[config.mk]
export PLATFORM = sky130hd
export DESIGN_NAME = tick_task_scheduler_table
export DESIGN_NICKNAME = d
export VERILOG_FILES = /design/src/rtl/core/tts_pkg.sv /design/src/rtl/core/tts_ram.sv /design/src/rtl/core/tick_task_scheduler_table.sv
export VERILOG_INCLUDE_DIRS = /design/src /design/src/rtl/core
export SDC_FILE = /design/constraint.sdc
export NUM_CORES = 1
export LEC_CHECK = 0
export BUFFER_PORTS_ARGS = -buffer_cell sky130_fd_sc_hd__buf_2
export CORE_AREA = 8 8 333 335
export CTS_CLUSTER_SIZE = 28
export DETAILED_ROUTE_END_ITERATION = 12
export DIE_AREA = 0 0 341 343
export GPL_TIMING_DRIVEN = 1
export SYNTH_ARGS = -nofsm -noshare
export SYNTH_HDL_FRONTEND = slang
export SYNTH_SLANG_ARGS = --single-unit
[constraint.sdc]
create_clock -name clk -period 15 [get_ports clk]
set_input_delay 3 -clock clk [delete_from_list [all_inputs] [get_ports clk]]
set_output_delay 3 -clock clk [all_outputs]
set_load 0.1 [all_outputs]
[src/rtl/core/assert_macros.svh]
// Assertion macros shared by the scheduler RTL.
// Needs a clock named clk and a reset named rst in the using module.
`ifndef ASSERT_MACROS_SVH
`define ASSERT_MACROS_SVH

// Check a condition at every clock edge outside reset.
`define ASSERT_ALWAYS(label, cond) \
  label: assert property (@(posedge clk) disable iff (rst) (cond)) \
    else $error("assertion failed");

// Check that a condition implies a consequence in the same cycle.
`define ASSERT_IMPL(label, ante, cons) \
  label: assert property (@(posedge clk) disable iff (rst) (ante) |-> (cons)) \
    else $error("assertion failed");

// Check that a condition implies a consequence in the next cycle.
`define ASSERT_NEXT(label, ante, cons) \
  label: assert property (@(posedge clk) disable iff (rst) (ante) |=> (cons)) \
    else $error("assertion failed");

`endif

[src/rtl/core/tts_pkg.sv]
// Types and constants of the tick task scheduler table.
// No dependencies; used by the scheduler table module.
package tts_pkg;

  localparam int SLOTS  = 8;
  localparam int SLOT_W = (SLOTS > 1) ? $clog2(SLOTS) : 1;
  localparam int CNT_W  = $clog2(SLOTS + 1);
  localparam int ID_W   = 4;

  typedef logic [SLOT_W-1:0] slot_t;
  typedef logic [CNT_W-1:0]  cnt_t;
  typedef logic [ID_W-1:0]   id_t;
  typedef logic [ID_W:0]     idc_t;
  typedef logic [SLOTS-1:0]  slot_vec_t;

  typedef enum logic [1:0] {
    ACT_TICK     = 2'd0,
    ACT_ADD      = 2'd1,
    ACT_DISPATCH = 2'd2,
    ACT_DELETE   = 2'd3
  } action_e;

  typedef enum logic [1:0] {
    ST_OK      = 2'd0,
    ST_FULL    = 2'd1,
    ST_NO_TASK = 2'd2
  } status_e;

  typedef struct packed {
    action_e     action;
    logic [31:0] delay_ticks;
    logic [31:0] period_ticks;
    id_t         task_id;
  } req_t;

  typedef struct packed {
    id_t     task_id_res;
    status_e status;
    logic    last;
  } res_t;

  typedef struct packed {
    logic [31:0] delay;
    logic [31:0] period;
    logic [7:0]  run_count;
  } entry_t;

  localparam int ENTRY_W = $bits(entry_t);

endpackage

[src/rtl/core/tts_ram.sv]
// Generic single-clock RAM, one write port and one registered read port.
// No dependencies.
module tts_ram #(
  parameter int DEPTH = 8,
  parameter int WIDTH = 72,
  parameter int AW    = (DEPTH > 1) ? $clog2(DEPTH) : 1
) (
  input  logic             clk,
  input  logic             we,
  input  logic [AW-1:0]    waddr,
  input  logic [WIDTH-1:0] wdata,
  input  logic             re,
  input  logic [AW-1:0]    raddr,
  output logic [WIDTH-1:0] rdata
);

  logic [WIDTH-1:0] mem [DEPTH];

  always_ff @(posedge clk) begin
    if (we) begin
      mem[waddr] <= wdata;
    end
  end

  always_ff @(posedge clk) begin
    if (re) begin
      rdata <= mem[raddr];
    end
  end

endmodule

[src/rtl/core/tick_task_scheduler_table.sv]
// Tick task scheduler table: slot timers in a RAM, walked one slot a cycle unless a dispatch stalls.
// Add and delete: request registered, then result registered from S_ONE once the output is free; one slot lookup.
// Tick and dispatch: read of the next slot overlaps the write-back of the current one;
// dispatch holds while its result waits.
// Next request taken the cycle after the previous one finishes.
// Synchronous reset frees all slots at once; no RAM clearing pass.
`include "assert_macros.svh"

module tick_task_scheduler_table (
  input  logic          clk,
  input  logic          rst,
  input  logic          req_valid,
  output logic          req_ready,
  input  tts_pkg::req_t req,
  output logic          res_valid,
  input  logic          res_ready,
  output tts_pkg::res_t res
);

  typedef enum logic [1:0] {
    S_IDLE,
    S_ONE,
    S_WALK
  } state_t;

  state_t              state;
  tts_pkg::req_t       cur;
  tts_pkg::slot_vec_t  used, used_next;
  tts_pkg::slot_vec_t  due, due_next;
  tts_pkg::cnt_t       rd_idx;
  logic                s_vld;
  tts_pkg::slot_t      s_idx;

  logic                ram_we, ram_re;
  tts_pkg::slot_t      ram_waddr, ram_raddr;
  tts_pkg::entry_t     ram_wdata, ram_rdata;

  logic                out_free, stall, step, walk_done;
  logic                emit;
  tts_pkg::res_t       emit_res;
  logic                free_found;
  tts_pkg::slot_t      free_idx;
  logic                due_above;
  logic                id_ok;
  tts_pkg::slot_t      del_idx;
  tts_pkg::entry_t     upd;

  tts_ram #(
    .DEPTH (tts_pkg::SLOTS),
    .WIDTH (tts_pkg::ENTRY_W),
    .AW    (tts_pkg::SLOT_W)
  ) u_ram (
    .clk   (clk),
    .we    (ram_we),
    .waddr (ram_waddr),
    .wdata (ram_wdata),
    .re    (ram_re),
    .raddr (ram_raddr),
    .rdata (ram_rdata)
  );

  assign req_ready = (state == S_IDLE);
  assign out_free  = !res_valid || res_ready;
  assign stall     = s_vld && (cur.action == tts_pkg::ACT_DISPATCH) && due[s_idx] && !out_free;
  assign step      = (state == S_WALK) && !stall;
  assign walk_done = (rd_idx == tts_pkg::cnt_t'(tts_pkg::SLOTS));
  assign id_ok     = tts_pkg::idc_t'(cur.task_id) < tts_pkg::idc_t'(tts_pkg::SLOTS);
  assign del_idx   = tts_pkg::slot_t'(cur.task_id);
  assign ram_re    = step && !walk_done;
  assign ram_raddr = rd_idx[tts_pkg::SLOT_W-1:0];

  always_comb begin
    free_found = 1'b0;
    free_idx   = '0;
    for (int k = tts_pkg::SLOTS - 1; k >= 0; k--) begin
      if (!used[k]) begin
        free_found = 1'b1;
        free_idx   = tts_pkg::slot_t'(k);
      end
    end
    due_above = 1'b0;
    for (int k = 0; k < tts_pkg::SLOTS; k++) begin
      if (due[k] && (tts_pkg::slot_t'(k) > s_idx)) begin
        due_above = 1'b1;
      end
    end
  end

  always_comb begin
    used_next = used;
    due_next  = due;
    ram_we    = 1'b0;
    ram_waddr = s_idx;
    ram_wdata = ram_rdata;
    upd       = ram_rdata;
    emit      = 1'b0;
    emit_res  = '{task_id_res: '0, status: tts_pkg::ST_OK, last: 1'b1};
    unique case (state)
      S_ONE: begin
        if (out_free) begin
          emit = 1'b1;
          if (cur.action == tts_pkg::ACT_ADD) begin
            if (free_found) begin
              ram_we              = 1'b1;
              ram_waddr           = free_idx;
              ram_wdata           = '{delay: cur.delay_ticks, period: cur.period_ticks,
                                      run_count: 8'd0};
              used_next[free_idx] = 1'b1;
              due_next[free_idx]  = 1'b0;
              emit_res.task_id_res = tts_pkg::id_t'(free_idx);
            end else begin
              emit_res.status = tts_pkg::ST_FULL;
            end
          end else begin
            emit_res.task_id_res = cur.task_id;
            if (id_ok) begin
              used_next[del_idx] = 1'b0;
              due_next[del_idx]  = 1'b0;
              emit_res.status    = used[del_idx] ? tts_pkg::ST_OK : tts_pkg::ST_NO_TASK;
            end else begin
              emit_res.status = tts_pkg::ST_NO_TASK;
            end
          end
        end
      end
      S_WALK: begin
        if (step && s_vld) begin
          if (cur.action == tts_pkg::ACT_TICK) begin
            if (used[s_idx]) begin
              if (ram_rdata.delay == 32'd0) begin
                if (ram_rdata.run_count != 8'hFF) begin
                  upd.run_count = ram_rdata.run_count + 8'd1;
                end
                if (ram_rdata.period != 32'd0) begin
                  upd.delay = ram_rdata.period;
                end
              end else begin
                upd.delay = ram_rdata.delay - 32'd1;
              end
              ram_we          = 1'b1;
              ram_wdata       = upd;
              due_next[s_idx] = (upd.run_count != 8'd0);
            end
          end else if (due[s_idx]) begin
            upd.run_count        = ram_rdata.run_count - 8'd1;
            emit                 = 1'b1;
            emit_res.task_id_res = tts_pkg::id_t'(s_idx);
            emit_res.last        = !due_above;
            if (ram_rdata.period == 32'd0) begin
              used_next[s_idx] = 1'b0;
              due_next[s_idx]  = 1'b0;
            end else begin
              ram_we          = 1'b1;
              ram_wdata       = upd;
              due_next[s_idx] = (upd.run_count != 8'd0);
            end
          end
        end
      end
      default: begin
      end
    endcase
  end

  always_ff @(posedge clk) begin
    if (rst) begin
      state     <= S_IDLE;
      used      <= '0;
      due       <= '0;
      rd_idx    <= '0;
      s_vld     <= 1'b0;
      res_valid <= 1'b0;
    end else begin
      used <= used_next;
      due  <= due_next;
      if (emit) begin
        res_valid <= 1'b1;
        res       <= emit_res;
      end else if (res_ready) begin
        res_valid <= 1'b0;
      end
      unique case (state)
        S_IDLE: begin
          if (req_valid) begin
            cur    <= req;
            rd_idx <= '0;
            s_vld  <= 1'b0;
            if ((req.action == tts_pkg::ACT_TICK) || (req.action == tts_pkg::ACT_DISPATCH)) begin
              state <= S_WALK;
            end else begin
              state <= S_ONE;
            end
          end
        end
        S_ONE: begin
          if (out_free) begin
            state <= S_IDLE;
          end
        end
        S_WALK: begin
          if (step) begin
            if (walk_done) begin
              s_vld <= 1'b0;
              state <= S_IDLE;
            end else begin
              s_vld  <= 1'b1;
              s_idx  <= rd_idx[tts_pkg::SLOT_W-1:0];
              rd_idx <= rd_idx + tts_pkg::cnt_t'(1);
            end
          end
        end
        default: begin
          state <= S_IDLE;
        end
      endcase
    end
  end

  `ASSERT_ALWAYS(a_due_used, (due & ~used) == '0)
  `ASSERT_ALWAYS(a_rd_bound, rd_idx <= tts_pkg::cnt_t'(tts_pkg::SLOTS))
  `ASSERT_ALWAYS(a_no_rw_clash, !(ram_we && ram_re && (ram_waddr == ram_raddr)))
  `ASSERT_IMPL(a_emit_room, emit, out_free)

endmodule
==> results.yml, run 1 <==
run_status:
  status: "finished, final reports clean"
sta:
  maxSlewViolCount: 0
  setup_viol: 0
  whs_ps: 483
  finalClockSkew_ps: 28.3
  worstMarginPinSlew_ps: 1030
  period_share_pct: 39.6
  hold_violations: 0
  rsz0062_at_grt: "false"
  max_slew_margin_pct: 31.2
  min_period_ps: 5940
  setup_tns_ps: 0
  timing.fmax_mhz: 168
final_layout:
  multi_input_area_um2: 8610
  n_antenna_cell: 0
  fin_cells: 3370
  seqCellArea_um2: 22400
  syn_to_final_growth_pct: 14.6
  final_nets: 1987
  fill_cells: 10018
  drive_gt1_share_pct: 25.3
worst_hold_path:
  hold_path.class: "reg -> reg"
clock_network:
  clock_path_buffers: 3
  hold_buffers: 0
  cts_tree: "yes"
  cts.repair.resized: 0
  cts.root.buffer_cell: "clkbuf_16"
  clk_pin_slew_ps: 60
  numCtsBuffers: 77
  insertion_delay_ps: 640
  htree_levels: 3
  numClockSinks: 752
  post-cts-setup-buffers: 0
floorplanning:
  pin_count: 83
  die_h_um: 343
  dieArea_um2: 117000
  die_w_um: 341
  rows: 120
  start_util_pct: 29.7
  core_um2: 106000
power:
  pwr-share-comb_pct: 7.4
  p_sw_w: 0.00109
  p_leak_nw: 10.8
  p_int_w: 0.00362
  clkPwrFrac_pct: 40.3
  power_w: 0.00471
  p_seq_share_pct: 52.3
  peakVddDrop_mv: 0.0734
  powerDensity_nw_per_um2: 131
  switching_share_pct: 23.2
logic_synthesis:
  async_reset_ff_share_pct: 0
  synthDistinctLibCells: 86
  synth-edff-count: 728
  synth_top_area_cell: "edfxtp_1"
  synth_warnings: 0
  syn_area_um2: 31400
  yosysTopAreaCellShare_pct: 69.6
  syn_inst: 1809
  synth_area_per_cell_um2: 17.4
  yosysSeqAreaShare_pct: 71.1
  synthTopCellsByCount: "edfxtp_1 (728), mux4_2 (146), nor2_1 (91)"
  syn_nets: 1892
  ys_seq_elements: 752
  yosys_most_used_dff: "edfxtp_1"
  yosysMostFrequentCell: "edfxtp_1"
  synth.area.top_cells: "edfxtp_1 (70%), mux4_2 (10%), mux2_2 (2.7%)"
run:
  max_cap_viol_count: 0
critical_path:
  cp.required_ps: 15240
  cp-start-kind: "input pin"
  critPathKind: "in -> reg"
  cp-end-kind: "register"
  worst-path-max-fanout: 44
  cp.arrival_ps: 6180
drt:
  num_vias: 17989
  drtAntennaViolNets: 0
  wire_per_inst_um: 24.8
  drt-pass1-iter-count: 5
  initialDrtViolationCount: 1935
  wl_mm: 83.7
  avgViaCountPerCell: 5.34
  drc_errors: 0
placed_design:
  port_buffers: 82
  post-dp-hpwl_mm: 49.4
  placedCellCount: 3228
  place_congestion: 0.856
global_route:
  grt-ovfl-total: 0
  grt_max_degree: 111
  grtUsageTotal_pct: 13.9
  antenna_found_initial: 0
  grt_pass1_wl_mm: 123
  grt_pass1_vias: 18194
layout by cell type, fill, tap and decap left out, types with 9 or more instances in the layout:
cell type	count
a21oi_1	65
a221o_1	11
a22o_1	39
a22oi_1	15
a311oi_1	10
a31oi_1	11
and2_1	13
buf_2	82
buf_4	37
clkbuf_1	14
clkbuf_16	77
clkinv_1	18
clkinv_2	15
dfxtp_1	21
edfxtp_1	728
ha_1	9
inv_1	19
mux2_2	76
mux4_2	146
nand2_1	85
nand2b_1	14
nand3_1	44
nor2_1	89
nor3_1	33
nor3_2	9
nor4_1	18
o211ai_1	10
o21ai_0	56
o21ai_1	17
sequential cells by signal, indices dropped and copies added (netlist names):
| register | count |
|---|---|
| rd_idx | 4 |
| u_ram.rdata | 72 |
| due | 8 |
| res | 7 |
| s_vld | 1 |
| u_ram.mem | 576 |
| used | 8 |
| s_idx | 3 |
| res_valid | 1 |
| cur | 70 |
| state | 2 |
routing by layer:
metal	track usage, %	vias to the layer above	routed length (um)
met5	0	-	0
li1	-	7640	-
met3	2.95	133	6110
met1	19.8	9437	37400
met2	21.7	779	38200
met4	3.68	0	1960
final timing paths:
path / slack, ps / cells past startpoint / end / from
max: 9060 / 9 / u_ram.mem[2][70]$_DFFE_PP_ / res_ready
min: 480 / 2 / state[1]$_SDFFE_PP0P_ / state[1]$_SDFFE_PP0P_
max reg2reg: 10030 / 9 / u_ram.mem[3][70]$_DFFE_PP_ / s_idx[1]$_DFFE_PP_
min reg2reg: 480 / 2 / state[1]$_SDFFE_PP0P_ / state[1]$_SDFFE_PP0P_
cell type report:
type	instances	share of cell area [%]
multi-input cells	933	23.9
repair buffers	120	1.97
well taps	1403	4.87
clock buffers	91	5.50
flip-flops and latches	752	62.1
clock inverters	51	1.47
inverters	20	0.208
power by group through the flow:
stage / Combinational, W / Sequential [W] / Clock (W)
6_report: 0.000347 / 0.00246 / 0.00190
3_3_place_gp: 0.000333 / 0.00251 / 0
5_1_grt: 0.000375 / 0.00247 / 0.00202
2_1_floorplan: 0.000244 / 0.00247 / 0
3_5_place_dp: 0.000346 / 0.00251 / 0
4_1_cts: 0.000347 / 0.00246 / 0.00194
critical path, cell delays in order:
cell	delay (ps)
buf_2	70
nand2b_1	330
and2_1	210
nand3_1	280
nor3_1	480
a21oi_1	200
nor3_2	260
buf_4	500
buf_4	780
logic make-up (layout without fill, tap and decap cells):
kind of cell    Yosys count  count (layout)  share of synthesized area, %
flops                   752             752                          71.1
xor+xnor                 10              10                         0.279
buf+inv                 124             282                          1.75
mux                     229             229                          13.4
compound gates          318             318                          7.07
simple gates            367             367                          6.02
fa+ha+maj                 9               9                         0.358
per-stage QoR:
stage                     setup slack (ps)  area, um2  utilization (%)
after global placement                8560      33500             31.6
after CTS                             9150      36000             34.0
after global routing                  8860      36000             34.0
after floorplan                       5370      31400                -
final                                 9060      36000             34.0
after detailed placement              8500      33500             31.6
Power figures use the tool's default switching activity.
==> run 2, diff against run 1 <==
- clock period: 15 -> 5.26 ns (I/O delays scaled with it)
==> results.yml, run 2 (synthesis results as in run 1) <==
run_status:
  status: "finished, final reports clean"
global_route:
  grt-ovfl-total: 0
  grt_pass1_wl_mm: 123
  antenna_found_initial: 1
  grtUsageTotal_pct: 13.8
  grt_pass1_vias: 18462
  grt_max_degree: 148
drt:
  avgViaCountPerCell: 5.34
  wire_per_inst_um: 24.6
  drtAntennaViolNets: 0
  drc_errors: 0
  wl_mm: 82.7
  drt-pass1-iter-count: 6
  num_vias: 17968
  initialDrtViolationCount: 1918
clock_network:
  insertion_delay_ps: 640
  clk_pin_slew_ps: 60
  hold_buffers: 0
  post-cts-setup-buffers: 0
  cts.repair.resized: 0
  clock_path_buffers: 3
  cts_tree: "yes"
  numClockSinks: 752
  cts.root.buffer_cell: "clkbuf_16"
  htree_levels: 3
  numCtsBuffers: 78
placed_design:
  port_buffers: 82
  place_congestion: 0.915
  post-dp-hpwl_mm: 49.6
  place_ws_ps: 955
final_layout:
  utilization_pct: 34.1
  largest_reg_flops: 576
  final_common_cell: "edfxtp_1"
  n_antenna_cell: 0
  layout_common_cells: "edfxtp_1 (728), mux4_2 (146), nor2_1 (89), nand2_1 (85), buf_2 (82)"
  largest_register: "u_ram.mem"
  reg_top3: "u_ram.mem: 576 flops, u_ram.rdata: 72 flops, cur: 70 flops"
  syn_to_final_growth_pct: 14.8
  drive_gt1_share_pct: 25.1
  final_nets: 1985
floorplanning:
  die_w_um: 341
  dieArea_um2: 117000
  rows: 120
  start_util_pct: 29.7
  core_um2: 106000
  die_h_um: 343
  pin_count: 83
critical_path:
  r2r_start: "s_idx[1]$_DFFE_PP_"
  crit_slowest_cell: "edfxtp_1"
  cp.arrival_ps: 4710
  path_cells: "or3b_1 -> nor2_1 -> nor3_1 -> nand2_1 -> a21oi_1 -> a32oi_1 -> nor3_4 -> buf_12"
  critPathKind: "reg -> reg"
  max_stage_delay_ps: 740
  cp-start-kind: "register"
  worst-path-max-fanout: 48
  cp-end-kind: "register"
  rrSetupSlack_ps: 840
  cp.required_ps: 5550
  startpoint: "s_idx[1]$_DFFE_PP_"
worst_hold_path:
  hold_start: "state[1]$_SDFFE_PP0P_"
  hold_path.class: "reg -> reg"
power:
  peakVddDrop_mv: 0.268
  powerDensity_nw_per_um2: 367
  p_leak_nw: 10.9
sta:
  timing.fmax_mhz: 226
  max_slew_margin_pct: 11.4
  worstMarginPinSlew_ps: 1320
  setup_viol: 0
  whs_ps: 487
  setup_ws_ps: 840
  min_period_ps: 4420
  rsz0062_at_grt: "false"
  hold_violations: 0
  maxSlewViolCount: 0
  period_share_pct: 84.0
  finalClockSkew_ps: 41.8
run:
  max_cap_viol_count: 0
run 2: cell type report:
type / instances / area [um2]
tap: 1403 / 1760
timing repair buffer: 117 / 823
clock buffer: 91 / 2010
multi-input combinational: 933 / 8660
clock inverter: 47 / 385
fill: 10030 / 69800
sequential: 752 / 22400
inverter: 20 / 75.1
run 2: layer usage:
| layer | global-route usage, % | part of all wire [%] | vias to the layer above |
|---|---|---|---|
| met3 | 2.97 | 7.2 | 142 |
| met1 | 18.9 | 44 | 9406 |
| met5 | 0 | 0 | - |
| met4 | 4.14 | 2.6 | 0 |
| met2 | 21.8 | 46 | 791 |
| li1 | - | - | 7629 |
run 2: where the power goes:
part	switching, W	internal [W]
sequential	0.000162	0.00686
clock	0.00234	0.00287
combinational	0.000666	0.000346
total	0.00317	0.0101
run 2: worst max-delay path, delay by kind of cell (launching register included):
family	cells	cell delay, ps
compound gates	2	940
buf+inv	1	400
flops	1	740
simple gates	5	1930
run 2: metrics by stage:
stage,cells,TNS (ps),cell area (um2),power (W)
after CTS,3363,0,36100,0.0134
after global placement,3225,0,33700,0.00811
final,3363,0,36100,0.0133
after global routing,3363,0,36100,0.0137
after detailed placement,3225,0,33700,0.00815
after floorplan,1809,-132200,31500,0.00775
run 2: path summary, 6_finish.rpt:
kind	cells after the start	end
setup / recovery	8	u_ram.mem[3][24]$_DFFE_PP_
hold / removal	2	state[1]$_SDFFE_PP0P_
setup reg to reg	8	u_ram.mem[3][24]$_DFFE_PP_
hold reg to reg	2	state[1]$_SDFFE_PP0P_
==> run 3, diff against run 2 <==
- clock period: 5.26 -> 3.9 ns (I/O delays scaled with it)
==> results.yml, run 3 (synthesis results as in run 1) <==
run_status:
  status: "finished, final reports clean"
clock_network:
  cts.repair.resized: 0
  clock_path_buffers: 3
  insertion_delay_ps: 650
  numCtsBuffers: 81
  cts_tree: "yes"
  numClockSinks: 752
  hold_buffers: 0
  cts.root.buffer_cell: "clkbuf_16"
  clk_pin_slew_ps: 60
  htree_levels: 3
  post-cts-setup-buffers: 0
drt:
  initialDrtViolationCount: 1664
  wl_mm: 85.1
  drc_errors: 0
  num_vias: 17930
  wire_per_inst_um: 24.9
  drtAntennaViolNets: 0
  avgViaCountPerCell: 5.25
  drt-pass1-iter-count: 6
sta:
  period_share_pct: 93.4
  timing.fmax_mhz: 275
  setup_tns_ps: 0
  finalClockSkew_ps: 51.1
  min_period_ps: 3640
  max_slew_margin_pct: 18.5
  rsz0062_at_grt: "false"
  hold_violations: 0
  maxSlewViolCount: 0
  whs_ps: 300
  worstMarginPinSlew_ps: 1210
  setup_viol: 0
placed_design:
  post_dp_cell_area_um2: 34300
  placedCellCount: 3270
  post-dp-hpwl_mm: 54.4
  place_congestion: 0.933
  port_buffers: 82
global_route:
  grt-ovfl-total: 0
  grt_pass1_vias: 18653
  grt_pass1_wl_mm: 126
  grt_max_degree: 115
  antenna_found_initial: 2
  grtUsageTotal_pct: 14.3
floorplanning:
  core_um2: 106000
  die_w_um: 341
  start_util_pct: 29.7
  rows: 120
  dieArea_um2: 117000
  die_h_um: 343
  pin_count: 83
final_layout:
  drive_gt1_share_pct: 27.9
  largest_register: "u_ram.mem"
  final_nets: 2033
  fin_cells: 3418
  syn_to_final_growth_pct: 17.6
  reg_top3: "u_ram.mem: 576 flops, u_ram.rdata: 72 flops, cur: 70 flops"
  n_antenna_cell: 0
  layout_common_cells: "edfxtp_1 (728), mux4_2 (146), nor2_1 (88), nand2_1 (83)"
  largest_reg_flops: 576
  final_common_cell: "edfxtp_1"
  utilization_pct: 34.9
  final_area_um2: 36900
  fill_cells: 9955
  seqCellArea_um2: 22400
  multi_input_area_um2: 8820
critical_path:
  cp-start-kind: "register"
  r2r_end: "u_ram.mem[6][0]$_DFFE_PP_"
  r2r_start: "u_ram.rdata[15]$_DFFE_PP_"
  cp.arrival_ps: 3900
  cp.required_ps: 4160
  worst-path-max-fanout: 8
  cp-end-kind: "register"
  rrSetupSlack_ps: 260
  critPathKind: "reg -> reg"
  reg2reg_depth: 7
power:
  switching_share_pct: 23.5
  pwr-share-comb_pct: 7.8
  p_leak_nw: 11.3
  powerDensity_nw_per_um2: 502
  p_seq_share_pct: 51.0
  p_sw_w: 0.00436
  p_int_w: 0.0142
  peakVddDrop_mv: 0.326
  clkPwrFrac_pct: 41.2
worst_hold_path:
  min_delay_path_depth: 1
  hold_path.class: "in -> reg"
  hold_start: "req[12]"
  hold-path-endpoint: "cur[12]$_DFFE_PP_"
run:
  max_cap_viol_count: 0
run 3: changes by cell type in the layout (fill, tap and decap cells not counted), sizes merged:
| cell | delta |
|---|---|
| buf | +45 |
| clkbuf | +6 |
| clkinv | -1 |
| inv | -1 |
| bufinv | +6 |
run 3: metrics by stage:
step / setup slack [ps] / power, W
after floorplan: -79.8 / 0.0105
after global placement: 523 / 0.0110
after detailed placement: 416 / 0.0111
after CTS: 374 / 0.0187
after global routing: 169 / 0.0192
final: 258 / 0.0186
run 3: routing by layer:
metal | wire length (um) | part of all wire, % | GRT usage, % | vias to the layer above
met5 | 0 | 0 | 0 | -
met4 | 2880 | 3.4 | 4.94 | 0
met3 | 5270 | 6.2 | 2.83 | 170
met2 | 39800 | 47 | 22.8 | 694
met1 | 37200 | 44 | 19.5 | 9347
li1 | - | - | - | 7719
run 3: critical path, cell delays in order (launching register included):
cell and delay [ps]:
edfxtp_1 510, nor4_1 480, nand4_1 270, or2_2 480, nand3_2 220, o21ai_1 120
a21o_1 190, a311oi_1 970
run 3: area by class of cell:
| type | instances | area share [%] |
|---|---|---|
| clock inverters | 51 | 1.48 |
| flip-flops and latches | 752 | 60.5 |
| repair buffers | 162 | 3.48 |
| multi-input cells | 933 | 23.9 |
| well taps | 1403 | 4.75 |
| clock buffers | 97 | 5.71 |
| inverters | 20 | 0.203 |
run 3: power by group through the flow:
stage          Sequential (W)  Clock, W  Combinational (W)
4_1_cts               0.00947   0.00782            0.00146
5_1_grt               0.00948   0.00811            0.00157
6_report              0.00947   0.00764            0.00145
2_1_floorplan         0.00951         0           0.000968
3_5_place_dp          0.00964         0            0.00145
3_3_place_gp          0.00964         0            0.00140
run 3: how the worst max path moves through the flow:
stage	startpoint	endpoint	slack, ps	cells past startpoint
4_1_cts	u_ram.rdata[15]$_DFFE_PP_	u_ram.mem[0][0]$_DFFE_PP_	370	7
2_1_floorplan	s_idx[1]$_DFFE_PP_	u_ram.mem[4][0]$_DFFE_PP_	-80	8
5_1_grt	s_idx[2]$_DFFE_PP_	u_ram.mem[6][64]$_DFFE_PP_	170	8
3_5_place_dp	s_idx[1]$_DFFE_PP_	u_ram.mem[6][55]$_DFFE_PP_	420	8
3_3_place_gp	s_idx[2]$_DFFE_PP_	u_ram.mem[6][55]$_DFFE_PP_	520	8
6_report	u_ram.rdata[15]$_DFFE_PP_	u_ram.mem[6][0]$_DFFE_PP_	260	7
